$ cat config.mk
export PLATFORM = sky130hd
export DESIGN_NAME = exchange_sort_buffer
export DESIGN_NICKNAME = d
export VERILOG_FILES = /design/src/hw/rtl/esb_pkg.sv /design/src/hw/rtl/esb_store.sv /design/src/hw/rtl/esb_ctrl.sv /design/src/hw/rtl/exchange_sort_buffer.sv
export SDC_FILE = /design/constraint.sdc
export NUM_CORES = 1
export LEC_CHECK = 0
export ABC_AREA = 1
export BUFFER_PORTS_ARGS = -buffer_cell sky130_fd_sc_hd__buf_2
export CAP_MARGIN = 20
export CORE_UTILIZATION = 40
export DETAILED_ROUTE_END_ITERATION = 10
export HOLD_SLACK_MARGIN = 0.08
export SLEW_MARGIN = 20
export SYNTH_ARGS = -nofsm -noshare
export SYNTH_HDL_FRONTEND = slang
export SYNTH_HIERARCHICAL = 1
export SYNTH_SLANG_ARGS = --single-unit
export TNS_END_PERCENT = 100
$ cat constraint.sdc
create_clock -name clk -period 6.7 [get_ports clk]
set_clock_uncertainty 0.05 [all_clocks]
set_input_delay 1.675 -clock clk [delete_from_list [all_inputs] [get_ports clk]]
set_output_delay 1.675 -clock clk [all_outputs]
set_load 0.005 [all_outputs]
$ cat src/hw/rtl/esb_pkg.sv
`default_nettype none

package esb_pkg;

  // Element width and default buffer depth
  localparam int ESB_DATA_W       = 32;
  localparam int ESB_MAX_ELEMENTS = 16;

  // Register map: byte address bit 2 selects the register word
  localparam int ESB_PADDR_W = 3;
  localparam logic ESB_REG_DESCENDING = 1'b0;

  // Sequencer states
  typedef enum logic [2:0] {
    S_LOAD,
    S_RD_I,
    S_HOLD,
    S_SCAN,
    S_WB_I,
    S_EMIT_RD,
    S_EMIT_LD,
    S_EMIT_WAIT
  } esb_state_t;

endpackage

`default_nettype wire

$ cat src/hw/rtl/esb_store.sv
`default_nettype none

module esb_store
  import esb_pkg::*;
#(
  parameter int MAX_ELEMENTS = ESB_MAX_ELEMENTS,
  localparam int AW = $clog2(MAX_ELEMENTS)
) (
  input  wire logic                         clk,
  input  wire logic                         wr_en,
  input  wire logic [AW-1:0]                wr_addr,
  input  wire logic signed [ESB_DATA_W-1:0] wr_data,
  input  wire logic [AW-1:0]                rd_addr,
  output logic signed [ESB_DATA_W-1:0]      rd_data
);

  logic signed [ESB_DATA_W-1:0] mem [MAX_ELEMENTS];

  // Write one entry
  always_ff @(posedge clk) begin
    if (wr_en) begin
      mem[wr_addr] <= wr_data;
    end
  end

  // Registered read
  always_ff @(posedge clk) begin
    rd_data <= mem[rd_addr];
  end

endmodule

`default_nettype wire

$ cat src/hw/rtl/esb_ctrl.sv
`default_nettype none

module esb_ctrl
  import esb_pkg::*;
#(
  parameter int MAX_ELEMENTS = ESB_MAX_ELEMENTS,
  localparam int AW = $clog2(MAX_ELEMENTS),
  localparam int CW = $clog2(MAX_ELEMENTS + 1)
) (
  input  wire logic                         clk,
  input  wire logic                         rst,
  input  wire logic                         descending,
  input  wire logic                         in_valid,
  output logic                              in_stall,
  input  wire logic signed [ESB_DATA_W-1:0] value,
  input  wire logic                         is_last,
  output logic                              out_valid,
  input  wire logic                         out_stall,
  output logic signed [ESB_DATA_W-1:0]      sorted_value,
  output logic                              end_of_set,
  output logic                              wr_en,
  output logic [AW-1:0]                     wr_addr,
  output logic signed [ESB_DATA_W-1:0]      wr_data,
  output logic [AW-1:0]                     rd_addr,
  input  wire logic signed [ESB_DATA_W-1:0] rd_data
);

  localparam logic [CW-1:0] FULL_COUNT = CW'(MAX_ELEMENTS);

  esb_state_t state, state_next;

  logic [CW-1:0] count;
  logic [CW-1:0] n;
  logic [AW-1:0] i;
  logic [AW-1:0] j;
  logic [AW-1:0] k;
  logic signed [ESB_DATA_W-1:0] held;

  logic          in_take;
  logic          has_room;
  logic [CW-1:0] n_next;
  logic [AW-1:0] last_idx;
  logic          swap;
  logic          out_take;

  // Common terms
  assign in_take  = in_valid && !in_stall;
  assign out_take = out_valid && !out_stall;
  assign has_room = (count < FULL_COUNT);
  assign n_next   = has_room ? (count + 1'b1) : count;
  assign last_idx = AW'(n - 1'b1);
  assign swap     = descending ? (held < rd_data) : (held > rd_data);

  // Next state
  always_comb begin
    state_next = state;
    unique case (state)
      S_LOAD: begin
        if (in_take && is_last) begin
          state_next = (n_next < CW'(2)) ? S_EMIT_RD : S_RD_I;
        end
      end
      S_RD_I:    state_next = S_HOLD;
      S_HOLD:    state_next = S_SCAN;
      S_SCAN: begin
        if (j == last_idx) begin
          state_next = S_WB_I;
        end
      end
      S_WB_I: begin
        state_next = (AW'(i + 1'b1) == last_idx) ? S_EMIT_RD : S_RD_I;
      end
      S_EMIT_RD: state_next = S_EMIT_LD;
      S_EMIT_LD: state_next = S_EMIT_WAIT;
      S_EMIT_WAIT: begin
        if (out_take) begin
          state_next = end_of_set ? S_LOAD : S_EMIT_RD;
        end
      end
      default:   state_next = S_LOAD;
    endcase
  end

  // Memory access and handshake outputs
  always_comb begin
    in_stall = 1'b1;
    wr_en    = 1'b0;
    wr_addr  = i;
    wr_data  = held;
    rd_addr  = k;
    unique case (state)
      S_LOAD: begin
        in_stall = 1'b0;
        wr_en    = in_valid && has_room;
        wr_addr  = count[AW-1:0];
        wr_data  = value;
      end
      S_RD_I:  rd_addr = i;
      S_HOLD:  rd_addr = AW'(i + 1'b1);
      S_SCAN: begin
        wr_en   = swap;
        wr_addr = j;
        wr_data = held;
        rd_addr = AW'(j + 1'b1);
      end
      S_WB_I: begin
        wr_en   = 1'b1;
        wr_addr = i;
        wr_data = held;
      end
      S_EMIT_RD, S_EMIT_LD, S_EMIT_WAIT: rd_addr = k;
      default: rd_addr = k;
    endcase
  end

  // State and control counters
  always_ff @(posedge clk) begin
    if (rst) begin
      state     <= S_LOAD;
      count     <= '0;
      out_valid <= 1'b0;
    end else begin
      state <= state_next;
      if (state == S_LOAD && in_take) begin
        count <= n_next;
      end
      if (state == S_EMIT_LD) begin
        out_valid <= 1'b1;
      end else if (out_take) begin
        out_valid <= 1'b0;
        if (end_of_set) begin
          count <= '0;
        end
      end
    end
  end

  // Sort indexes, held element and output payload
  always_ff @(posedge clk) begin
    unique case (state)
      S_LOAD: begin
        if (in_take && is_last) begin
          n <= n_next;
          i <= '0;
          k <= '0;
        end
      end
      S_HOLD: begin
        held <= rd_data;
        j    <= AW'(i + 1'b1);
      end
      S_SCAN: begin
        if (swap) begin
          held <= rd_data;
        end
        j <= AW'(j + 1'b1);
      end
      S_WB_I: i <= AW'(i + 1'b1);
      S_EMIT_LD: begin
        sorted_value <= rd_data;
        end_of_set   <= (k == last_idx);
      end
      S_EMIT_WAIT: begin
        if (out_take) begin
          k <= AW'(k + 1'b1);
        end
      end
      S_RD_I, S_EMIT_RD: ;
      default: ;
    endcase
  end

endmodule

`default_nettype wire

$ cat src/hw/rtl/exchange_sort_buffer.sv
// Channel | Direction | Handshake           | Payload
// in      | in        | in_valid / in_stall   | value, is_last
// out     | out       | out_valid / out_stall | sorted_value, end_of_set
// cfg     | in        | APB psel/penable      | descending at byte address 0
//
// Load accepts one request per cycle until one marked last.
// Sorting runs one pass per index i = 0..n-2; each pass walks the element
// memory (one write port, one read port) with one compare per cycle.
// Each result then passes the memory read, load and handshake states and waits out any out_stall.
// Reset is synchronous; the element memory needs no clearing pass.
// No request is accepted from the last load until the final result is taken.
`default_nettype none

module exchange_sort_buffer
  import esb_pkg::*;
#(
  parameter int MAX_ELEMENTS = ESB_MAX_ELEMENTS,
  localparam int AW = $clog2(MAX_ELEMENTS)
) (
  input  wire logic                         clk,
  input  wire logic                         rst,
  input  wire logic                         psel,
  input  wire logic                         penable,
  input  wire logic                         pwrite,
  input  wire logic [ESB_PADDR_W-1:0]       paddr,
  input  wire logic [31:0]                  pwdata,
  output logic [31:0]                       prdata,
  output logic                              pready,
  input  wire logic                         in_valid,
  output logic                              in_stall,
  input  wire logic signed [ESB_DATA_W-1:0] value,
  input  wire logic                         is_last,
  output logic                              out_valid,
  input  wire logic                         out_stall,
  output logic signed [ESB_DATA_W-1:0]      sorted_value,
  output logic                              end_of_set
);

  logic                         descending;
  logic                         wr_en;
  logic [AW-1:0]                wr_addr;
  logic signed [ESB_DATA_W-1:0] wr_data;
  logic [AW-1:0]                rd_addr;
  logic signed [ESB_DATA_W-1:0] rd_data;
  logic                         reg_sel;

  // Configuration register
  assign pready  = 1'b1;
  assign reg_sel = (paddr[2] == ESB_REG_DESCENDING);
  assign prdata  = reg_sel ? {31'b0, descending} : 32'b0;

  always_ff @(posedge clk) begin
    if (rst) begin
      descending <= 1'b0;
    end else if (psel && penable && pwrite && pready && reg_sel) begin
      descending <= pwdata[0];
    end
  end

  esb_ctrl #(
    .MAX_ELEMENTS (MAX_ELEMENTS)
  ) u_ctrl (
    .clk          (clk),
    .rst          (rst),
    .descending   (descending),
    .in_valid     (in_valid),
    .in_stall     (in_stall),
    .value        (value),
    .is_last      (is_last),
    .out_valid    (out_valid),
    .out_stall    (out_stall),
    .sorted_value (sorted_value),
    .end_of_set   (end_of_set),
    .wr_en        (wr_en),
    .wr_addr      (wr_addr),
    .wr_data      (wr_data),
    .rd_addr      (rd_addr),
    .rd_data      (rd_data)
  );

  esb_store #(
    .MAX_ELEMENTS (MAX_ELEMENTS)
  ) u_store (
    .clk     (clk),
    .wr_en   (wr_en),
    .wr_addr (wr_addr),
    .wr_data (wr_data),
    .rd_addr (rd_addr),
    .rd_data (rd_data)
  );

endmodule

`default_nettype wire

Yosys cells after proc, flatten, opt, wreduce, memory -nomap -nowiden
Memory sizes are Yosys's and may differ from the RTL's. A register that Yosys moved wholly into a read port is not among the register bits.
Cells that the tools add are included.
{"block": "word_totals", "memories": 1, "word_cells": 85, "inputBits": 75, "mem_bits_rw": 512, "regBits": 91}
{"name": "u_store.mem", "depth": 16, "word_bits": 32, "rd": 1, "rd_ports_with_merged_regs": 1, "wr": 1, "line_no": "esb_store.sv:17", "source": "logic signed [ESB_DATA_W-1:0] mem [MAX_ELEMENTS];"}
{"block": "op_classes", "reduce_logical": 19, "n_lt_le_gt_ge": 4, "mux": 30, "n_addsub": 5, "bitwise": 1, "n_eq_ne": 14}
{"op": "$mux W32", "n": 2}
{"op": "$pmux W32 S2", "n": 1}
{"op": "$gt A32 B32 Y1", "n": 1}
{"op": "$lt A32 B32 Y1", "n": 1}
{"op": "$pmux W4 S2", "n": 4}
{"op": "$mux W5", "n": 5}
{"op": "$pmux W3 S8", "n": 1}
{"op": "$mux W3", "n": 6}
{"op": "$add A4 B1 Y4 const B", "n": 3}
{"op": "$eq A3 B3 Y1 const B", "n": 4}
{"op": "$eq A4 B4 Y1", "n": 3}
{"op": "$pmux W4 S3", "n": 1}
{"op": "$logic_and A1 B1 Y1", "n": 8}
{"op": "$mux W4", "n": 2}
{"op": "$reduce_bool A2 Y1", "n": 4}
{"op": "$mux W1", "n": 7}
{"op": "$eq A3 B2 Y1 const B", "n": 2}
{"op": "$ne A2 B1 Y1 const B", "n": 3}
{"op": "$reduce_and A2 Y1", "n": 3}
{"op": "$reduce_and A3 Y1", "n": 2}
{"op": "$add A5 B1 Y5 const B", "n": 1}
{"op": "$lt A5 B2 Y1 const B", "n": 1}
{"op": "$lt A5 B5 Y1 const B", "n": 1}
{"op": "$sub A4 B1 Y4 const B", "n": 1}
{"op": "other kinds (6)", "n": 6}

Logic depth before layout (Yosys ltp)
{"block": "depth", "depth_word": 7, "depth_mapped": 20}

By module
The synthesis kept the hierarchy.
{"mod": "esb_store", "cells_each": 2120, "instances": 1, "seq_area_each_um2": 16015.4, "area_each_um2": 22730.6}
{"mod": "esb_ctrl", "cells_each": 524, "instances": 1, "seq_area_each_um2": 2612.5, "area_each_um2": 4883.4}
{"mod": "exchange_sort_buffer", "cells_each": 47, "instances": 1, "seq_area_each_um2": 20.0, "area_each_um2": 317.8}

Worst setup path before layout
No wires, ideal clock.
{"block": "synth_path", "path_type": "input-to-reg", "from": "input port in_valid", "to": "memory u_store.mem[12][0], enable pin", "path_slack_ps": 2655, "t_arrival_ps": 3574, "setup_ps": 421, "path_stages": 6, "required_time_ps": 6229, "path_cell_list": "inv_1 -> nor2_8 -> a21oi_1 -> nand2_1 -> nand3_1 -> nor2_1"}
{"block": "synth_via", "elab_chain_len": 4}
{"element": "start, declared", "line_no": "exchange_sort_buffer.sv:29", "source": "input wire logic in_valid,"}
{"element": "$logic_and A1 B1 Y1", "line_no": "esb_ctrl.sv:94", "source": "wr_en = in_valid && has_room;"}
{"element": "$pmux W1 S3", "line_no": "esb_ctrl.sv:91", "source": "unique case (state)"}
{"element": "via wr_en", "line_no": "exchange_sort_buffer.sv:40", "source": "logic wr_en;"}
{"element": "$mux W1", "line_no": "esb_store.sv:21", "source": "if (wr_en) begin"}
{"element": "$mux W1 (implied by the code)", "line_no": "esb_store.sv:22", "source": "mem[wr_addr] <= wr_data;"}
{"element": "end, declared", "line_no": "esb_store.sv:17"}
The timed path passes the listed nets, and every way through them passes these cells.

Final worst setup path
{"block": "layout_path", "from": "register u_ctrl.held[15]", "to": "memory u_store.mem[9][5], enable pin"}
{"block": "layout_via", "elab_chain_len": 5, "elab_cells_between_ends": 6, "classes_between": "order compare (2); mux (4)"}
{"element": "start, declared", "line_no": "esb_ctrl.sv:37", "source": "logic signed [ESB_DATA_W-1:0] held;"}
{"element": "start signal, assigned", "line_no": "esb_ctrl.sv:149", "source": "held <= rd_data;"}
{"element": "start signal, assigned", "line_no": "esb_ctrl.sv:154", "source": "held <= rd_data;"}
{"element": "$gt A32 B32 Y1 or $lt A32 B32 Y1 (tied branches)", "line_no": "esb_ctrl.sv:52", "source": "assign swap = descending ? (held < rd_data) : (held > rd_data);"}
{"element": "$mux W1 (*)", "line_no": "esb_ctrl.sv:52"}
{"element": "$pmux W1 S3 (*)", "line_no": "esb_ctrl.sv:91"}
{"element": "via wr_en", "line_no": "exchange_sort_buffer.sv:40"}
{"element": "$mux W1 (*)", "line_no": "esb_store.sv:21"}
{"element": "$mux W1 (implied by the code) (*)", "line_no": "esb_store.sv:22"}
Mark *: on every way through the listed nets, which the timed path passes. The rest lies on a longest branch.

==> reports/results.txt <==
Status: completed
Post-synthesis compound-gate area fraction: 0.01075
CP Data Arrival Time: 4.98 ns
Dpl cell area: 29100 um2
Slew Viols, Final: 0
Syn Area/Cell: 10.38 um2
Largest family of logic cells by synthesized area: simple AND/OR/NAND/NOR gates
Post-Synth Simple-Gate Area: 0.2004
Ys flop type: edfxtp_1
Post-synth EDFFs: 593
Fin util: 0.4554
Post-route design area: 31350 um2
Number of global-route vias before repair: 17.89k
Pwr dens: 548.4 nW/um2
Worst slew pin tran: 1.135 ns
RePlAce Congestion: 0.8044
RSZ-0062 raised after global routing: false
CP Launch Type: register
Routed Antenna Nets: 0
Setup Buffers After CTS: 0
Largest net degree at the start of global routing: 141
Initial antenna violation count: 3
Die Ht: 266.3 um
CTS H-tree depth: 3
Final setup vio count: 0
Element type at the critical path end: register
Fillers: 6235
Gr ovfl total: 0
Number of hold-repair buffers added at the cts stage: 0
Wire per inst: 18.44 um
Hold Vio Cnt, Final: 0
CTS tree: done
Clk buf depth: 3
Adder-cell share of the synthesized area: 0.01657
Fraction of synthesized area in multiplexers: 0
First-pass GRT wire length: 105700 um
Setup TNS: 0 ns
Min-delay src: u_store/rd_data[21]$_DFF_P_
Dpl hpwl: 37870 um
Period utilisation layout: 0.7090
Clock-pin slew on the worst setup and hold paths: 0.06 ns
DRC violations left: 0
Final Power: 17190 uW
Floorplan row count: 96
Synthesized area: 27930 um2
Share of synthesized flip-flops with an asynchronous set or reset: 0
Hold path cells: 0
Inserted Diodes: 0
Area growth syn-to-layout: 12.22%
Total track usage: 0.1972
Worst-Skew Late Latency: 0.61 ns
Die X: 266.3 um
Seq/Total Area, Yosys: 0.6676
DRT Pass-1 Iters: 6
Crit-path max FO: 21
Leak: 0.01339 uW
Core Area: 68830 um2
PostCTS Resize Cnt: 0
Worst R2R End: u_store/mem[9][5]$_DFFE_PP_
Initial drt markers: 1718
CP required: 6.93 ns
Total Die Area: 70890 um2
Share of post-route cells with drive strength above 1: 0.09055
Start point of the critical path: u_ctrl/held[15]$_DFFE_PP_
Hold Path Sink: u_ctrl/sorted_value[21]$_DFFE_PP_
Ys Warns: 6
Detailed-route via count: 18.40k
CTS sink cnt: 635
Tmin final: 4.750 ns
Post-Synth XOR/XNOR Area: 0.005599
Nets@finish: 2874
Clock root cell: clkbuf_16
Total CTS buffers: 68
Vias/cell: 4.911
FF-to-FF setup slack: 1.95 ns
Peak supply drop: 0.0004826 V
Synth Instances: 2691
Hold WC Path Type: register to register
Yosys cell types: 39
Critical path type: register to register
Reg2reg start: u_ctrl/held[15]$_DFFE_PP_
FF-to-FF path depth: 15
Register bit count reported by yosys: 635
Drt total wl: 69100 um
IO Port Bufs: 77
Relative slew margins: 0.2416
Max Cap Violations: 0
Fmax: 210.5 MHz
Initial Utilization: 0.4058
# IOs: 143
## synthesized netlist by cell type, types with 6 or more instances
library cell	n	area [um2]
buf_6	29	326.6
dfxtp_1	42	840.8
edfxtp_1	593	17810
nand3_1	398	1992
buf_4	38	285.3
nand2_1	855	3209
inv_2	8	30.03
nor2_1	59	221.5
ha_1	37	462.9
clkbuf_1	16	60.06
buf_2	45	225.2
o21ai_0	7	35.03
xnor2_1	6	52.55
buf_1	16	60.06
a21oi_1	21	105.1
inv_1	461	1730
xor2_1	10	87.58
## per-layer routing
| layer | global-route usage | wire length [um] | part of all wire |
|---|---|---|---|
| met1 | 0.2713 | 30540 | 0.44 |
| met2 | 0.3216 | 32590 | 0.47 |
| met3 | 0.02745 | 4548 | 0.066 |
| met4 | 0.06337 | 1406 | 0.020 |
| met5 | 0 | 10 | 0.00014 |
## power by group
part	switching [uW]	internal, uW	total (uW)	leakage, uW
Sequential	286	5860	6150	0.00574
Clock	1490	2170	3670	0.00106
Combinational	5480	1900	7370	0.00659
## stage by stage
step	worst slack [ns]	hold slack, ns	cells
global route	1.802	0.4263	3747
detailed placement	2.017	0.4004	3621
CTS	1.968	0.4154	3745
finish	1.950	0.4089	3747
floorplan	2.655	0.3756	2721
global placement	2.057	0.3932	3621
## kinds of logic (layout without fill, tap and decap cells)
family / Yosys count / count (layout)
and+or+nand+nor: 1333 / 1333
DFF: 635 / 635
buffers and inverters: 618 / 713
AOI/OAI and AO/OA: 49 / 49
adders and majority gates: 37 / 37
xor gates and xnor gates: 17 / 17
other: 2 / 32
## cell usage in the layout (no fill, tap or decap), types with 3 or more instances in the layout
cell type,count
xor2_1,10
dfxtp_1,42
inv_2,7
conb_1,32
clkinv_2,6
nor2_4,17
o2111ai_4,4
clkbuf_16,70
inv_1,460
edfxtp_1,593
ha_1,37
o211ai_1,3
a211oi_1,5
nor2_2,3
a21oi_1,21
clkinv_1,8
nor2_1,43
xnor2_1,6
inv_6,5
bufinv_16,4
nor3_1,3
o21ai_0,7
nand3_1,398
nand4_1,5
clkbuf_8,8
nand2_1,854
clkbuf_1,23
buf_2,77
o21a_1,3
buf_4,37
## flip-flops by register name (all words and copies together) (netlist names)
signal,cells
u_ctrl/sorted_value,32
u_ctrl/n,4
u_ctrl/k,4
u_ctrl/i,4
u_ctrl/end_of_set,1
u_store/rd_data,32
u_ctrl/state,3
descending,1
u_ctrl/j,4
u_ctrl/out_valid,1
u_store/mem,512
u_ctrl/held,32
u_ctrl/count,5
## worst max-delay path, cell delays in order (launching register included)
cell	delay, ns
edfxtp_1	0.40
ha_1	0.31
a21oi_1	0.40
o21ai_0	0.18
a21oi_1	0.40
nand2_1	0.26
nand2_1	0.14
nand2_1	0.06
nand2_1	0.07
nand2_1	0.06
nand2_1	0.05
nand3_1	0.13
nand2_1	0.20
nand3b_1	0.34
nor2_4	0.94
buf_4	0.41
## layout make-up
type	instances	area (um2)	area share
Sequential cell	635	18650	0.5949
Multi-Input combinational cell	1468	6835	0.2181
Clock buffer	101	1948	0.06215
Inverter	473	1794	0.05724
Tap cell	931	1165	0.03716
Timing Repair Buffer	116	718.2	0.02291
Clock inverter	23	237.7	0.007584
## how the worst max path moves through the flow
stage                                     to  slack, ns
2_1_floorplan   u_store/mem[12][0]$_DFFE_PP_       2.65
3_3_place_gp   u_store/mem[11][18]$_DFFE_PP_       2.06
5_1_grt         u_store/mem[8][11]$_DFFE_PP_       1.80
3_5_place_dp   u_store/mem[10][22]$_DFFE_PP_       2.02
4_1_cts          u_store/mem[9][5]$_DFFE_PP_       1.97
6_report         u_store/mem[9][5]$_DFFE_PP_       1.95
Note: power is estimated with default switching activity, not from simulation.
